===== src/rtl/mfq_pkg.sv =====
`timescale 1ns / 1ps

package mfq_pkg;

  // Fixed field widths
  localparam int IN_W    = 16;
  localparam int SHIFT_W = 5;
  localparam int LLR_W   = 4;
  localparam int PROD_W  = 2 * IN_W;
  localparam int SUM_W   = PROD_W + 1;

  // Default saturation width of compensated samples
  localparam int SAMPLE_WIDTH_DEF = 16;

  // Soft value limits
  localparam int LLR_MAX = 7;
  localparam int LLR_MIN = -8;

  // Per-stage load enables of the pipeline
  typedef struct packed {
    logic ld_mul;
    logic ld_sat;
    logic ld_out;
  } pipe_ctl_t;

endpackage


===== src/rtl/mfq_lane.sv =====
`timescale 1ns / 1ps

// One antenna: y * conj(h), shift, saturate. Two register stages.
module mfq_lane #(
  parameter int SAMPLE_WIDTH = mfq_pkg::SAMPLE_WIDTH_DEF
) (
  input  logic                                clk,
  input  mfq_pkg::pipe_ctl_t                  ctl,
  input  logic signed [mfq_pkg::IN_W-1:0]     rx_re,
  input  logic signed [mfq_pkg::IN_W-1:0]     rx_im,
  input  logic signed [mfq_pkg::IN_W-1:0]     ch_re,
  input  logic signed [mfq_pkg::IN_W-1:0]     ch_im,
  input  logic        [mfq_pkg::SHIFT_W-1:0]  shift,
  output logic signed [SAMPLE_WIDTH-1:0]      res_re,
  output logic signed [SAMPLE_WIDTH-1:0]      res_im
);

  localparam logic signed [mfq_pkg::SUM_W-1:0] SAT_HI =
    mfq_pkg::SUM_W'((64'sd1 <<< (SAMPLE_WIDTH - 1)) - 64'sd1);
  localparam logic signed [mfq_pkg::SUM_W-1:0] SAT_LO = -SAT_HI - 2'sd1;

  logic signed [mfq_pkg::PROD_W-1:0] p_rr, p_ii, p_ri, p_ir;
  logic        [mfq_pkg::SHIFT_W-1:0] shift_q;
  logic signed [mfq_pkg::SUM_W-1:0]  sum_re, sum_im, sh_re, sh_im;
  logic signed [SAMPLE_WIDTH-1:0]    sat_re, sat_im;

  // Stage 1: four partial products
  always_ff @(posedge clk) begin
    if (ctl.ld_mul) begin
      p_rr    <= ch_re * rx_re;
      p_ii    <= ch_im * rx_im;
      p_ri    <= ch_re * rx_im;
      p_ir    <= ch_im * rx_re;
      shift_q <= shift;
    end
  end

  // Exact 33-bit sums, arithmetic shift
  always_comb begin
    sum_re = mfq_pkg::SUM_W'(p_rr) + mfq_pkg::SUM_W'(p_ii);
    sum_im = mfq_pkg::SUM_W'(p_ri) - mfq_pkg::SUM_W'(p_ir);
    sh_re  = sum_re >>> shift_q;
    sh_im  = sum_im >>> shift_q;
  end

  // Saturate to sample width
  always_comb begin
    priority if (sh_re > SAT_HI) begin
      sat_re = SAT_HI[SAMPLE_WIDTH-1:0];
    end else if (sh_re < SAT_LO) begin
      sat_re = SAT_LO[SAMPLE_WIDTH-1:0];
    end else begin
      sat_re = sh_re[SAMPLE_WIDTH-1:0];
    end
    priority if (sh_im > SAT_HI) begin
      sat_im = SAT_HI[SAMPLE_WIDTH-1:0];
    end else if (sh_im < SAT_LO) begin
      sat_im = SAT_LO[SAMPLE_WIDTH-1:0];
    end else begin
      sat_im = sh_im[SAMPLE_WIDTH-1:0];
    end
  end

  // Stage 2 register
  always_ff @(posedge clk) begin
    if (ctl.ld_sat) begin
      res_re <= sat_re;
      res_im <= sat_im;
    end
  end

endmodule


===== config.mk =====
export PLATFORM = sky130hd
export DESIGN_NAME = mfq_lane
export DESIGN_NICKNAME = d
export VERILOG_FILES = /design/src/rtl/mfq_pkg.sv /design/src/rtl/mfq_lane.sv
export SDC_FILE = /design/constraint.sdc
export NUM_CORES = 2
export LEC_CHECK = 0
export BUFFER_PORTS_ARGS = -buffer_cell sky130_fd_sc_hd__buf_4
export CAP_MARGIN = 25
export CORE_MARGIN = 2
export CORE_UTILIZATION = 57
export CTS_BUF_LIST = sky130_fd_sc_hd__clkbuf_16
export CTS_CLUSTER_SIZE = 14
export DETAILED_ROUTE_END_ITERATION = 10
export PLACE_DENSITY = 0.79
export SLEW_MARGIN = 10
export SYNTH_ARGS = -nofsm -noshare
export SYNTH_HDL_FRONTEND = slang
export SYNTH_SLANG_ARGS = --single-unit
export TNS_END_PERCENT = 5

===== constraint.sdc =====
create_clock -name clk -period 6.43 [get_ports clk]
set_clock_uncertainty 0.2 [all_clocks]
set_input_delay 0 -clock clk [delete_from_list [all_inputs] [get_ports clk]]
set_output_delay 0 -clock clk [all_outputs]
set_load 0.02 [all_outputs]

==> impl_metrics.ini <==
[status]
outcome = complete, no violations

[logic_synthesis]
syn_inst = 5801
synth_edf_count = 165
synthDistinctLibCells = 101
synthArstFlopShare = 0
syn-num-nets = 7316
synthFlopType = edfxtp_1
syn_avg_cell_area_sq_um = 9.112
synth_area_sq_um = 52860
synth_warnings = 0
synth_seq_cells = 165
seq_area_frac_synth = 0.09374

[finish]
fin_util = 0.6258
register_area_sq_um = 4955
final_cells = 7227
multi_input_area_sq_um = 42320
finalNetCount = 7480
syn2layout_area_growth_pct = 8.694
drive_above_1_share = 0.09167
final_cell_area_sq_um = 57450
nFillCells = 7541

[hold_path]
hold_path_class = in2reg
min_path_cells = 2

[setup_path]
start_kind = input port
regToRegEndpoint = res_re[3]
cp-startpoint = ch_im[0]
cp_cell_sequence = dlygate4sd3_1, buf_4, buf_4, nand2b_1, fa_1, fa_1, inv_1, fa_1, fa_1, fa_1, inv_1, fa_1, inv_1, ha_2, nand3_1, a211oi_2, nor2_1, a2111o_1, a31oi_2, a311o_1, a21boi_0, o21bai_1, xnor2_1
cp-end-kind = flip-flop
cpMaxStageDelayCell = dlygate4sd3_1
arrival_ps = 6240
cp_common_cell = fa_1
critPathTopFamily = adder cells
crit_end = p_ii[31]
crit_buf_inv = 6
r2r_slack_ps = 840
critical_path_class = in2reg
cpPeakStageDelay_ps = 550
cp_max_fo = 13
reg2regPathDepth = 15
cp.depth = 23
timing.rr.start = p_rr[0]
crit_required_ps = 6470

[global_route]
grt_pass1_wl_um = 240000
grt_usage = 0.3265
grt_pass1_vias = 43990
grt_max_degree = 79
antenna_found_initial = 17
grt_remaining_overflow = 0

[cts]
cts_tree = built
root_buffer = clkbuf_16
clkSinkCount = 165
numCtsBuffers = 17
clk_path_buf_depth = 2
clkLatencyLatePin_ps = 500
cts_max_level = 4
clkTransAtPathRegs_ps = 80

[sta]
hold_viol = 0
drv_slew = 0
min_period_over_period = 0.9639
max_freq_mhz = 161.3
rsz0062_at_grt = yes
min_period_ps = 6198
setup_viol = 0
tightest_slew_ps = 1083
max-slew-margin-rel = 0.2751

[detailed_routing]
detail_route.first_pass.iterations = 6
vias_per_cell = 5.787
vias = 41820
first_iter_violations = 3439
wl_per_cell_um = 20.66
drc_errors = 0
totalWireLength_um = 149300
postRouteAntennaNets = 0

[job]
drv_cap = 0

[floorplan]
dieArea_sq_um = 95180
die_h_um = 308.5
die_x_um = 308.5
num_rows = 111
ioPinCount = 105
core-area_sq_um = 91800
start_util = 0.5758

[place]
place.port_buffers = 103
dp.cells = 7178
gp_congestion = 0.9557
hpwlAfterDp_um = 123800
placed_area_sq_um = 56670
[area by class of cell]
| type | count | share of cell area |
|---|---|---|
| Tap cell | 1243 | 0.02707 |
| Clock inverter | 15 | 0.002483 |
| Multi-Input combinational cell | 4139 | 0.7366 |
| Sequential cell | 165 | 0.08624 |
| Antenna cell | 6 | 0.0002613 |
| Timing Repair Buffer | 433 | 0.06098 |
| Clock buffer | 17 | 0.007404 |
| Inverter | 1209 | 0.07899 |
[worst min path at each step]
stage                        start          to  slack, ps
after detailed placement  shift[4]  shift_q[4]        -20
after global placement    shift[3]  shift_q[3]        -20
after floorplan           shift[0]  shift_q[0]       -100
after global routing      shift[0]  shift_q[0]         20
after CTS                 shift[1]  shift_q[1]         10
final                     shift[0]  shift_q[0]         20
[what timing repair did]
action | in CTS | in global routing
buffers inserted | 0 | 0
hold endpoints to repair | 97 | 0
resized for setup | 0 | 17
hold buffers | 10 | 0
setup endpoints to repair | 0 | 14
[metrics by stage]
stage               setup TNS, ps  hold WS, ps  worst slack, ps
floorplan                       0       -101.1            87.92
global placement            -1337       -18.65           -280.9
detailed placement          -2390       -20.56           -313.4
CTS                             0        11.06            45.95
global route               -44.04        22.03           -44.04
finish                          0        23.46            231.9
[registers in the layout (all words and copies together) (netlist names)]
name,cells
p_ir,32
res_re,16
p_ri,32
p_rr,32
res_im,16
shift_q,5
p_ii,32
[synthesized netlist by cell type (14+ instances only)]
master | instances | area share
xor2_1 | 37 | 0.0061
nor2b_1 | 25 | 0.0030
o211ai_1 | 36 | 0.0051
ha_1 | 392 | 0.093
a2111oi_0 | 16 | 0.0027
fa_1 | 1050 | 0.40
nor3_1 | 69 | 0.0065
a21o_1 | 83 | 0.012
mux2_2 | 17 | 0.0036
clkbuf_1 | 252 | 0.018
a211oi_1 | 56 | 0.0080
o21ai_0 | 108 | 0.010
o21bai_1 | 21 | 0.0030
o21ai_1 | 19 | 0.0018
and2_1 | 513 | 0.061
mux2i_1 | 71 | 0.013
o21a_1 | 39 | 0.0055
inv_1 | 1208 | 0.086
buf_1 | 20 | 0.0014
or3_1 | 26 | 0.0031
o22ai_1 | 15 | 0.0018
nand2_1 | 617 | 0.044
and3_1 | 21 | 0.0025
nor4_1 | 15 | 0.0018
nor2_1 | 193 | 0.014
nand2b_1 | 46 | 0.0054
nand3_1 | 61 | 0.0058
a31oi_1 | 14 | 0.0017
xnor2_1 | 145 | 0.024
a21oi_1 | 189 | 0.018
a211o_1 | 15 | 0.0025
nand4_1 | 24 | 0.0028
mux4_2 | 15 | 0.0064
edfxtp_1 | 165 | 0.094
[layout by cell type (no fill, tap or decap), drive strengths merged, types with 71 or more instances in the layout]
cell type and instances:
inv 1214, fa 1050, nand2 618, xnor2 145, o21ai 131, buf 423, and2 513, edfxtp 165
ha 392, nor2 194, a21oi 190, mux2i 71, a21o 84
[routing by layer]
| metal | global-route usage | wire length (um) |
|---|---|---|
| met2 | 0.5190 | 68050 |
| met4 | 0.1619 | 8362 |
| met3 | 0.07229 | 14920 |
| met1 | 0.4235 | 57790 |
| met5 | 0 | 180 |
[cell families (layout without fill, tap and decap cells)]
logic type	Yosys count	in the layout	share of synthesized area
AO/OA/AOI/OAI	772	772	0.1013
XOR/XNOR	182	182	0.03016
adder cells (fa/ha/maj)	1442	1442	0.4905
buffers and inverters	1497	1674	0.1070
flip-flops	165	165	0.09374
multiplexers	103	103	0.02346
other	0	6	0
AND/OR/NAND/NOR	1640	1640	0.1539
Power is left out: the tool's default activity adds up to more than one toggle a clock period on the data nets, which glitch-free logic cannot reach.
