==> config.mk <==
export PLATFORM = sky130hd
export DESIGN_NAME = mfq_merge
export DESIGN_NICKNAME = d
export VERILOG_FILES = /design/src/rtl/mfq_pkg.sv /design/src/rtl/mfq_merge.sv
export SDC_FILE = /design/constraint.sdc
export NUM_CORES = 1
export LEC_CHECK = 0
export BUFFER_PORTS_ARGS = -buffer_cell sky130_fd_sc_hd__buf_2
export CORE_MARGIN = 4
export CORE_UTILIZATION = 53
export DETAILED_ROUTE_END_ITERATION = 16
export GPL_TIMING_DRIVEN = 0
export HOLD_SLACK_MARGIN = 0.1
export PLACE_DENSITY_LB_ADDON = 0.3
export SYNTH_ARGS = -nofsm -noshare
export SYNTH_HDL_FRONTEND = slang
export SYNTH_SLANG_ARGS = --single-unit
export TNS_END_PERCENT = 30
==> constraint.sdc <==
create_clock -name clk -period 4.2 [get_ports clk]
set_input_delay 0.84 -clock clk [delete_from_list [all_inputs] [get_ports clk]]
set_output_delay 0.84 -clock clk [all_outputs]
set_load 0.03 [all_outputs]
==> src/rtl/mfq_pkg.sv <==
`timescale 1ns / 1ps

package mfq_pkg;

  // Fixed field widths
  localparam int IN_W    = 16;
  localparam int SHIFT_W = 5;
  localparam int LLR_W   = 4;
  localparam int PROD_W  = 2 * IN_W;
  localparam int SUM_W   = PROD_W + 1;

  // Default saturation width of compensated samples
  localparam int SAMPLE_WIDTH_DEF = 16;

  // Soft value limits
  localparam int LLR_MAX = 7;
  localparam int LLR_MIN = -8;

  // Per-stage load enables of the pipeline
  typedef struct packed {
    logic ld_mul;
    logic ld_sat;
    logic ld_out;
  } pipe_ctl_t;

endpackage

==> src/rtl/mfq_merge.sv <==
`timescale 1ns / 1ps

// MRC or lane 0 alone, quantize to soft values; output register.
module mfq_merge #(
  parameter int SAMPLE_WIDTH = mfq_pkg::SAMPLE_WIDTH_DEF
) (
  input  logic                               clk,
  input  mfq_pkg::pipe_ctl_t                 ctl,
  input  logic                               two_rx,
  input  logic signed [SAMPLE_WIDTH-1:0]     a0_re,
  input  logic signed [SAMPLE_WIDTH-1:0]     a0_im,
  input  logic signed [SAMPLE_WIDTH-1:0]     a1_re,
  input  logic signed [SAMPLE_WIDTH-1:0]     a1_im,
  output logic signed [mfq_pkg::IN_W-1:0]    comp_re,
  output logic signed [mfq_pkg::IN_W-1:0]    comp_im,
  output logic signed [mfq_pkg::LLR_W-1:0]   llr_re,
  output logic signed [mfq_pkg::LLR_W-1:0]   llr_im
);

  localparam int CW = SAMPLE_WIDTH + 1;
  localparam logic signed [CW-1:0] SAT_HI =
    CW'((64'sd1 <<< (SAMPLE_WIDTH - 1)) - 64'sd1);
  localparam logic signed [CW-1:0] SAT_LO = -SAT_HI - 2'sd1;
  localparam logic signed [SAMPLE_WIDTH-1:0] L_HI = SAMPLE_WIDTH'(mfq_pkg::LLR_MAX);
  localparam logic signed [SAMPLE_WIDTH-1:0] L_LO = SAMPLE_WIDTH'(mfq_pkg::LLR_MIN);

  logic signed [CW-1:0]           add_re, add_im;
  logic signed [SAMPLE_WIDTH-1:0] mrc_re, mrc_im, sel_re, sel_im;
  logic signed [SAMPLE_WIDTH-1:0] q_re, q_im;

  // Halve each antenna, add and saturate; lane 0 alone if not two_rx
  always_comb begin
    add_re = CW'(a0_re >>> 1) + CW'(a1_re >>> 1);
    add_im = CW'(a0_im >>> 1) + CW'(a1_im >>> 1);
    priority if (add_re > SAT_HI) begin
      mrc_re = SAT_HI[SAMPLE_WIDTH-1:0];
    end else if (add_re < SAT_LO) begin
      mrc_re = SAT_LO[SAMPLE_WIDTH-1:0];
    end else begin
      mrc_re = add_re[SAMPLE_WIDTH-1:0];
    end
    priority if (add_im > SAT_HI) begin
      mrc_im = SAT_HI[SAMPLE_WIDTH-1:0];
    end else if (add_im < SAT_LO) begin
      mrc_im = SAT_LO[SAMPLE_WIDTH-1:0];
    end else begin
      mrc_im = add_im[SAMPLE_WIDTH-1:0];
    end
    sel_re = two_rx ? mrc_re : a0_re;
    sel_im = two_rx ? mrc_im : a0_im;
  end

  // Clamp to soft value range
  always_comb begin
    priority if (sel_re > L_HI) begin
      q_re = L_HI;
    end else if (sel_re < L_LO) begin
      q_re = L_LO;
    end else begin
      q_re = sel_re;
    end
    priority if (sel_im > L_HI) begin
      q_im = L_HI;
    end else if (sel_im < L_LO) begin
      q_im = L_LO;
    end else begin
      q_im = sel_im;
    end
  end

  // Output register
  always_ff @(posedge clk) begin
    if (ctl.ld_out) begin
      comp_re <= mfq_pkg::IN_W'(sel_re);
      comp_im <= mfq_pkg::IN_W'(sel_im);
      llr_re  <= q_re[mfq_pkg::LLR_W-1:0];
      llr_im  <= q_im[mfq_pkg::LLR_W-1:0];
    end
  end

endmodule
==> flow_summary_export.csv, run 1 <==
group,metric,value,unit
run_status,status,"completed",
synth,synth_xor_area_frac,0.01903,
synth,synth-simple-area-share,0.1583,
power_and_ir_drop,powerDensity,302.5,nW/um^2
floorplan,die_w,91.35,microns
finish,syn_to_final_growth,19.10,%
finish,nets,594,
finish,layout-drive-gt1-share,0.2773,
synth,synthArstFlopShare,0,
sta,fmax,260.5,MHz
finish,layout_commonest_cell,"buf_2",
floorplan,fp.dieH,91.35,microns
finish,instances_no_fill,574,
route,drc_errors,0,
route,dr.pass1.iters,4,
floorplan,core_area,6756,sq um
power_and_ir_drop,ir_drop,0.0001160,V
synth,syn_area,3682,sq um
sta,final.setup.tns,0,ns
worst_hold_path,worst_hold_path_type,"input pin to flop",
synth,synth_top_area_cell,"edfxtp_1",
floorplan,dieArea,8345,sq um
finish,fill_cells,568,
synth,ys_seq_area_frac,0.3262,
global_routing,grtUsageTotal,0.2308,
floorplan,ioPinCount,109,
sta,post-route-period-util,0.9141,
sta,setup_viol_count_final,0,
run,maxCapViolations,0,
synth,synth.yosys.warnings,0,
synth,postSynthAreaPerCell,9.639,sq um
critical_path,cp_data_arrival_time,4.00,ns
global_routing,grt_max_degree,41,
synth,synthFlopType,"edfxtp_1",
sta,report.final.slew_viol_count,0,
synth,synthAdderAreaFrac,0.1128,
critical_path,required,4.36,ns
sta,slew_headroom,0.4256,
synth,synth_edf_count,40,
sta,period_needed,3.839,ns
cts,htreeDepth,2,
sta,worstMarginPinSlew,0.8616,ns
power_and_ir_drop,power.leakage,1.919,nW
cts,cts_hold_buffers,0,
cts,cts.path.max_buffers,2,
route,wl,9888,microns
worst_hold_path,worstHoldStart,"a0_im[3]",
cts,root_buffer,"clkbuf_8",
critical_path,startpoint_type,"input pin",
synth,synthesis.nets,483,
critical_path,worstSetupPathType,"input pin to flop",
critical_path,critPathMaxFanout,4,
global_routing,grt_pass1_wl,15870,microns
route,route.detailed.wl_per_inst,17.23,microns
worst_hold_path,hold_path_depth,3,
critical_path,worstSetupEndpointType,"flop",
placement,portBuffers,104,
floorplan,initial_core_util,0.5450,
floorplan,rows,30,
synth,synthCells,382,
route,drt-initial-drc-count,252,
cts,post-cts-setup-buffers,0,
synth,synth_compound_area_frac,0.3133,
finish,n_antenna_cell,0,
synth,synthMuxAreaShare,0.02650,
global_routing,grt_pass1_vias,3459,
global_routing,antenna_found_initial,0,
synth,synth_top_family_by_area,"compound AO/OA/AOI/OAI gates",
global_routing,overflow,0,
synth,synthTopCellsByArea,"edfxtp_1 33%, ha_1 10%, a21o_1 3.7%",
synth,ys_seq_elements,40,
route,via_per_inst,6.287,
cts,cts_buffers,5,
route,postRouteAntennaNets,0,
placement,gp_congestion,0.8909,
placement,place_inst,566,
cts,cts_tree,"done",
worst_hold_path,min_to,"comp_im[3]",
power_and_ir_drop,power,0.001327,W
finish,layout_common_cells,"107 x buf_2, 40 x edfxtp_1, 30 x ha_1, 25 x inv_1, 25 x nand2_1",
placement,hpwl,7804,microns
cts,clk_pin_slew,0.07,ns
synth,yosysUniqueCellTypes,75,
route,num_vias,3609,
cts,cts.sinks,40,
cts,cts_resized,0,
sta,hold_viol_final,0,
synth,yosys.area.top_type_share,0.3262,
sta,rsz0062_at_grt,"false",
-- critical path, cell delays in order --
cell	delay, ns
buf_2	0.11
ha_1	0.25
fa_1	0.43
a211oi_1	0.49
o21ai_2	0.20
a2111oi_1	0.48
o41ai_2	0.17
xor2_1	0.19
mux2i_1	0.15
a2111oi_0	0.46
o22a_1	0.22
-- Yosys cell counts, drive strengths merged, types with 4 or more instances --
cell,n
nand3,6
nand3b,5
a2111oi,9
a211oi,7
a221oi,5
a211o,10
clkbuf,9
o211ai,4
nor2b,4
o221ai,4
nand2,25
nand2b,5
o21ai,19
nor4b,4
nor2,14
edfxtp,40
o21a,5
mux2,6
nor4,5
inv,26
a21o,18
buf,7
xnor2,5
ha,30
and3,6
a31oi,5
nand4,8
or3,7
nor3,8
a21oi,25
-- report_power, final --
group	switching [W]	total, W	internal, W
clock	0.000126	0.000238	0.000113
combinational	0.000369	0.000577	0.000208
sequential	0.0000103	0.000511	0.000500
-- worst max path at each step --
stage | from | endpoint | slack, ns | cells past startpoint
final | a0_im[1] | llr_im[0] | 0.36 | 11
after global routing | a0_im[1] | llr_im[1] | 0.19 | 11
after CTS | a0_im[1] | llr_im[1] | 0.41 | 11
after detailed placement | a0_im[1] | llr_im[1] | 0.11 | 11
after global placement | a0_im[1] | llr_im[1] | 0.21 | 11
after floorplan | a0_im[1] | llr_im[0] | 0.68 | 10
-- state kept, by name, indices dropped and copies added (netlist names) --
signal   cells
comp_im     16
comp_re     16
llr_im       4
llr_re       4
-- area by class of cell --
cell class	count	area, sq um	area share
Multi-Input combinational cell	300	2320	0.5290
Sequential cell	40	1201	0.2739
Clock inverter	3	13.76	0.003138
Buffer	16	63.81	0.01455
Inverter	26	97.59	0.02225
Clock buffer	5	68.82	0.01569
Tap cell	80	100.1	0.02282
Timing Repair Buffer	104	520.5	0.1187
-- logic make-up after synthesis --
group	after synthesis
AO/OA/AOI/OAI	145
AND/OR/NAND/NOR	106
buffers and inverters	42
flip-flops	40
adder cells (fa/ha/maj)	32
multiplexers	9
XOR/XNOR	8
-- layer usage --
| metal | part of all wire | track usage | routed length [microns] |
|---|---|---|---|
| met1 | 0.43 | 0.2964 | 4209 |
| met4 | 0.013 | 0.08166 | 129 |
| met5 | 0 | 0 | 0 |
| met3 | 0.080 | 0.04557 | 788 |
| met2 | 0.48 | 0.3857 | 4761 |
-- stage by stage --
| stage | area (sq um) | hold slack (ns) | setup WS, ns | utilization |
|---|---|---|---|---|
| after detailed placement | 4303 | 1.193 | 0.1110 | 0.6369 |
| after global placement | 4303 | 1.187 | 0.2063 | 0.6369 |
| after global routing | 4385 | 0.9033 | 0.1874 | 0.6491 |
| final | 4385 | 0.9040 | 0.3609 | 0.6491 |
| after CTS | 4385 | 0.8956 | 0.4134 | 0.6491 |
| after floorplan | 3682 | 0.9525 | 0.6756 | - |
No activity file was read; power rests on OpenSTA's default activity.
==> run 2, diff against run 1 <==
RECOVER_POWER = 25   (was unset)
==> run 2 against run 1 <==
The run now ends with max-capacitance violations, max-slew violations left. Wire length is essentially flat. Hold slack is the same. Non-clock buffer count is the same. Utilization is essentially flat. Total power is essentially flat. Sequential power is essentially flat. Via count is the same. Count of clock-buffer cells in the layout is the same. First-iteration DRC count is the same. Setup slack is the same. Critical path depth is the same. Largest power group unchanged. Highest routed layer unchanged.
==> flow_summary_export.csv, run 2 (synthesis results as in run 1) <==
group,metric,value,unit
sta,rsz0062_at_grt,"false",
global_routing,grt_max_degree,41,
floorplan,ioPinCount,109,
placement,placed_area,4303,sq um
power_and_ir_drop,ir_drop,0.0001160,V
finish,layout-drive-gt1-share,0.2753,
cts,cts_resized,0,
finish,final_area,4384,sq um
run,maxCapViolations,1,
cts,root_buffer,"clkbuf_8",
critical_path,cp_data_arrival_time,4.00,ns
power_and_ir_drop,power.leakage,1.916,nW
sta,period_needed,3.839,ns
run_status,violations,"max-capacitance violations, max-slew violations",
route,drc_errors,0,
finish,nets,594,
power_and_ir_drop,powerDensity,302.7,nW/um^2
floorplan,rows,30,
finish,reg_top3,"comp_im (16), comp_re (16)",
route,num_vias,3609,
cts,post-cts-setup-buffers,0,
route,dr.pass1.iters,4,
sta,setup_viol_count_final,0,
critical_path,worstSetupPathType,"input pin to flop",
critical_path,cp_slowest_cell,"a211oi_1",
route,route.detailed.wl_per_inst,17.22,microns
worst_hold_path,worst_hold_path_type,"input pin to flop",
sta,timing.final.ws_setup,0.3609,ns
cts,cts.sinks,40,
cts,cts_tree,"done",
sta,slew_headroom,-0.3798,
cts,cts.path.max_buffers,2,
sta,report.final.slew_viol_count,41,
sta,hold_viol_final,0,
finish,syn_to_final_growth,19.06,%
placement,pre_cts_ws,0.1110,ns
critical_path,cpLargestDelayFamily,"compound AO/OA/AOI/OAI gates",
cts,cts_buffers,5,
critical_path,crit_buf_inv,1,
floorplan,core_area,6756,sq um
global_routing,grtUsageTotal,0.2308,
finish,layout_commonest_cell,"buf_2",
floorplan,dieArea,8345,sq um
worst_hold_path,worstHoldStart,"a0_im[3]",
route,via_per_inst,6.287,
placement,hpwl,7804,microns
global_routing,overflow,0,
finish,layout_common_cells,"106 x buf_2, 40 x edfxtp_1, 30 x ha_1, 25 x inv_1, 25 x nand2_1",
placement,portBuffers,104,
power_and_ir_drop,power,0.001327,W
floorplan,initial_core_util,0.5450,
critical_path,cpPeakStageDelay,0.49,ns
finish,n_antenna_cell,0,
finish,post-route-util,0.6489,
finish,fill_cells,566,
route,wl,9886,microns
critical_path,path_cells,"buf_2 > ha_1 > fa_1 > a211oi_1 > o21ai_2 > a2111oi_1 > o41ai_2 > xor2_1 > mux2i_1 > a2111oi_0 > o22a_1",
finish,multiInputGateArea,2320,sq um
global_routing,antenna_found_initial,0,
critical_path,startpoint_type,"input pin",
floorplan,die_w,91.35,microns
sta,worstMarginPinSlew,2.070,ns
sta,fmax,260.5,MHz
critical_path,required,4.36,ns
critical_path,startpoint,"a0_im[1]",
cts,htreeDepth,2,
floorplan,fp.dieH,91.35,microns
sta,final.setup.tns,0,ns
finish,ff_latch_area,1201,sq um
cts,cts_hold_buffers,0,
critical_path,worstSetupEndpointType,"flop",
global_routing,grt_pass1_wl,15870,microns
sta,post-route-period-util,0.9141,
cts,clk_pin_slew,0.07,ns
route,postRouteAntennaNets,0,
run_status,status,"complete, but fails checks",
critical_path,critPathMaxFanout,4,
placement,gp_congestion,0.8909,
global_routing,grt_pass1_vias,3459,
route,drt-initial-drc-count,252,
-- run 2: tightest hold or removal path: stages --
cell,delay [ns]
buf_2,0.10
nand2_1,0.05
o31ai_1,0.08
-- run 2: cell type report --
type,instances,area share
Buffer,16,0.01455
Clock buffer,5,0.01570
Clock inverter,3,0.003139
Inverter,26,0.02226
Multi-Input combinational cell,300,0.5291
Sequential cell,40,0.2740
Tap cell,80,0.02283
Timing Repair Buffer,104,0.1184
-- run 2: final timing paths --
check	to	cells after the start
setup / recovery	llr_im[0]	11
hold / removal	comp_im[3]	3
-- run 2: report_power, final --
part           switching (W)  total [W]  internal, W
registers          0.0000103   0.000511     0.000501
logic               0.000369   0.000577     0.000208
clock network       0.000126   0.000238     0.000113
total               0.000505    0.00133     0.000822
-- run 2: routing by layer --
layer / up-vias / wire (microns) / track usage
met5: - / 0 / 0
met4: 0 / 129 / 0.08166
met3: 12 / 788 / 0.04557
met2: 144 / 4761 / 0.3857
met1: 1688 / 4207 / 0.2964
li1: 1765 / - / -
-- run 2: metrics by stage --
| stage | hold slack (ns) | instances |
|---|---|---|
| floorplan | 0.9525 | 382 |
| global placement | 1.187 | 566 |
| detailed placement | 1.193 | 566 |
| CTS | 0.8956 | 574 |
| global route | 0.9033 | 574 |
| finish | 0.9040 | 574 |
==> run 3, diff against run 2 <==
CORE_ASPECT_RATIO = 0.7   (was unset)
PLACE_DENSITY = 0.81   (was unset)
PLACE_DENSITY_LB_ADDON = unset   (was 0.3)
==> run 3 against run 2 <==
The flow still finishes with violations (max-capacitance violations, max-slew violations). Sequential share of layout area is 0.26 points lower. Hold slack better by 0.0013 ns. Setup slack better by 0.024 ns. Critical path type unchanged. Sequential cell count stayed put. Design area is 0.97% higher.
==> flow_summary_export.csv, run 3 (synthesis results as in run 1) <==
group,metric,value,unit
critical_path,startpoint_type,"input pin",
power_and_ir_drop,power.leakage,1.926,nW
cts,htreeDepth,2,
route,drc_errors,0,
route,num_vias,3656,
cts,cts.path.max_buffers,2,
critical_path,required,4.35,ns
finish,layout-drive-gt1-share,0.2753,
critical_path,worstSetupPathType,"input pin to flop",
finish,syn_to_final_growth,20.22,%
placement,hpwl,8187,microns
sta,fmax,262.1,MHz
route,route.detailed.wl_per_inst,17.44,microns
floorplan,dieArea,8367,sq um
worst_hold_path,worst_hold_path_type,"input pin to flop",
sta,period_needed,3.816,ns
worst_hold_path,min_to,"comp_re[0]",
sta,final.setup.tns,0,ns
run_status,violations,"max-capacitance violations, max-slew violations",
run_status,status,"complete, but fails checks",
floorplan,core_area,6756,sq um
route,drt-initial-drc-count,318,
floorplan,rows,25,
placement,portBuffers,104,
cts,cts.sinks,40,
sta,report.final.slew_viol_count,41,
critical_path,cp_data_arrival_time,3.96,ns
finish,nets,594,
cts,clk_pin_slew,0.07,ns
sta,rsz0062_at_grt,"false",
placement,gp_congestion,0.8897,
finish,fill_cells,572,
sta,hold_viol_final,0,
finish,post-route-util,0.6552,
cts,cts_resized,0,
global_routing,antenna_found_initial,0,
global_routing,grt_max_degree,41,
floorplan,ioPinCount,109,
cts,cts_buffers,5,
sta,slew_headroom,-0.3567,
run,maxCapViolations,1,
route,via_per_inst,6.218,
finish,layout_commonest_cell,"buf_2",
cts,post-cts-setup-buffers,0,
cts,cts_tree,"done",
floorplan,initial_core_util,0.5450,
route,postRouteAntennaNets,0,
critical_path,critPathMaxFanout,4,
route,dr.pass1.iters,5,
cts,cts_hold_buffers,0,
cts,root_buffer,"clkbuf_8",
sta,post-route-period-util,0.9085,
finish,reg_top3,"comp_im (16), comp_re (16)",
global_routing,grt_pass1_wl,16060,microns
sta,worstMarginPinSlew,2.035,ns
route,wl,10250,microns
floorplan,fp.dieH,77.74,microns
finish,n_antenna_cell,0,
global_routing,grtUsageTotal,0.2375,
global_routing,grt_pass1_vias,3179,
worst_hold_path,hold_path_depth,2,
global_routing,overflow,0,
sta,setup_viol_count_final,0,
power_and_ir_drop,ir_drop,0.0001997,V
power_and_ir_drop,powerDensity,315.4,nW/um^2
finish,layout_common_cells,"106 x buf_2, 40 x edfxtp_1, 30 x ha_1, 25 x inv_1, 25 x nand2_1",
worst_hold_path,worstHoldStart,"a0_re[0]",
floorplan,die_w,107.6,microns
power_and_ir_drop,power,0.001396,W
critical_path,worstSetupEndpointType,"flop",
## run 3: changes by cell type in the layout (fill, tap and decap cells not counted), sizes merged
cell,delta
bufinv,+1
clkinv,-2
clkbuf,+1
## run 3: worst max-delay path by stage
stage	start	end	slack [ns]
after floorplan	a0_im[1]	llr_im[0]	0.68
after global placement	a0_im[1]	llr_im[1]	0.25
after detailed placement	a0_im[1]	llr_im[0]	0.12
after CTS	a0_im[1]	llr_im[0]	0.43
after global routing	a0_im[1]	llr_im[1]	0.18
final	a0_im[1]	llr_im[0]	0.38
## run 3: layer usage
| layer | routed length, microns | share of wire | track usage |
|---|---|---|---|
| met1 | 4771 | 0.47 | 0.3646 |
| met2 | 4456 | 0.43 | 0.3511 |
| met3 | 895 | 0.087 | 0.03824 |
| met4 | 130 | 0.013 | 0.04918 |
| met5 | 0 | 0 | 0 |
## run 3: critical path, stage by stage
cell,delay [ns]
buf_2,0.10
ha_1,0.25
fa_1,0.45
a211oi_1,0.41
o21ai_2,0.17
a2111oi_1,0.49
o41ai_2,0.17
xor2_1,0.22
mux2i_1,0.16
a2111oi_0,0.45
o22a_1,0.23
## run 3: where the power goes
part	leakage [nW]	switching [W]	internal [W]
clock	0.0552	0.000120	0.000176
combinational	1.48	0.000379	0.000209
sequential	0.391	0.0000109	0.000501
total	1.93	0.000510	0.000886
## run 3: final cells by class
cell class              instances  area, sq um  area share
plain buffers                  16        63.81     0.01441
clock buffers                   6        72.57     0.01639
clock inverters                 2        35.03    0.007914
inverters                      26        97.59     0.02205
multi-input cells             300         2320      0.5240
flip-flops and latches         40         1201      0.2713
well taps                      94        117.6     0.02657
repair buffers                104        519.2      0.1173
## run 3: through the flow
stage          instances  hold slack (ns)  cell area (sq um)  worst slack [ns]
5_1_grt              588           0.9070               4427            0.1803
3_5_place_dp         580            1.193               4320            0.1181
2_1_floorplan        382           0.9525               3682            0.6756
4_1_cts              588           0.8972               4428            0.4329
6_report             588           0.9053               4427            0.3845
3_3_place_gp         580            1.181               4320            0.2519
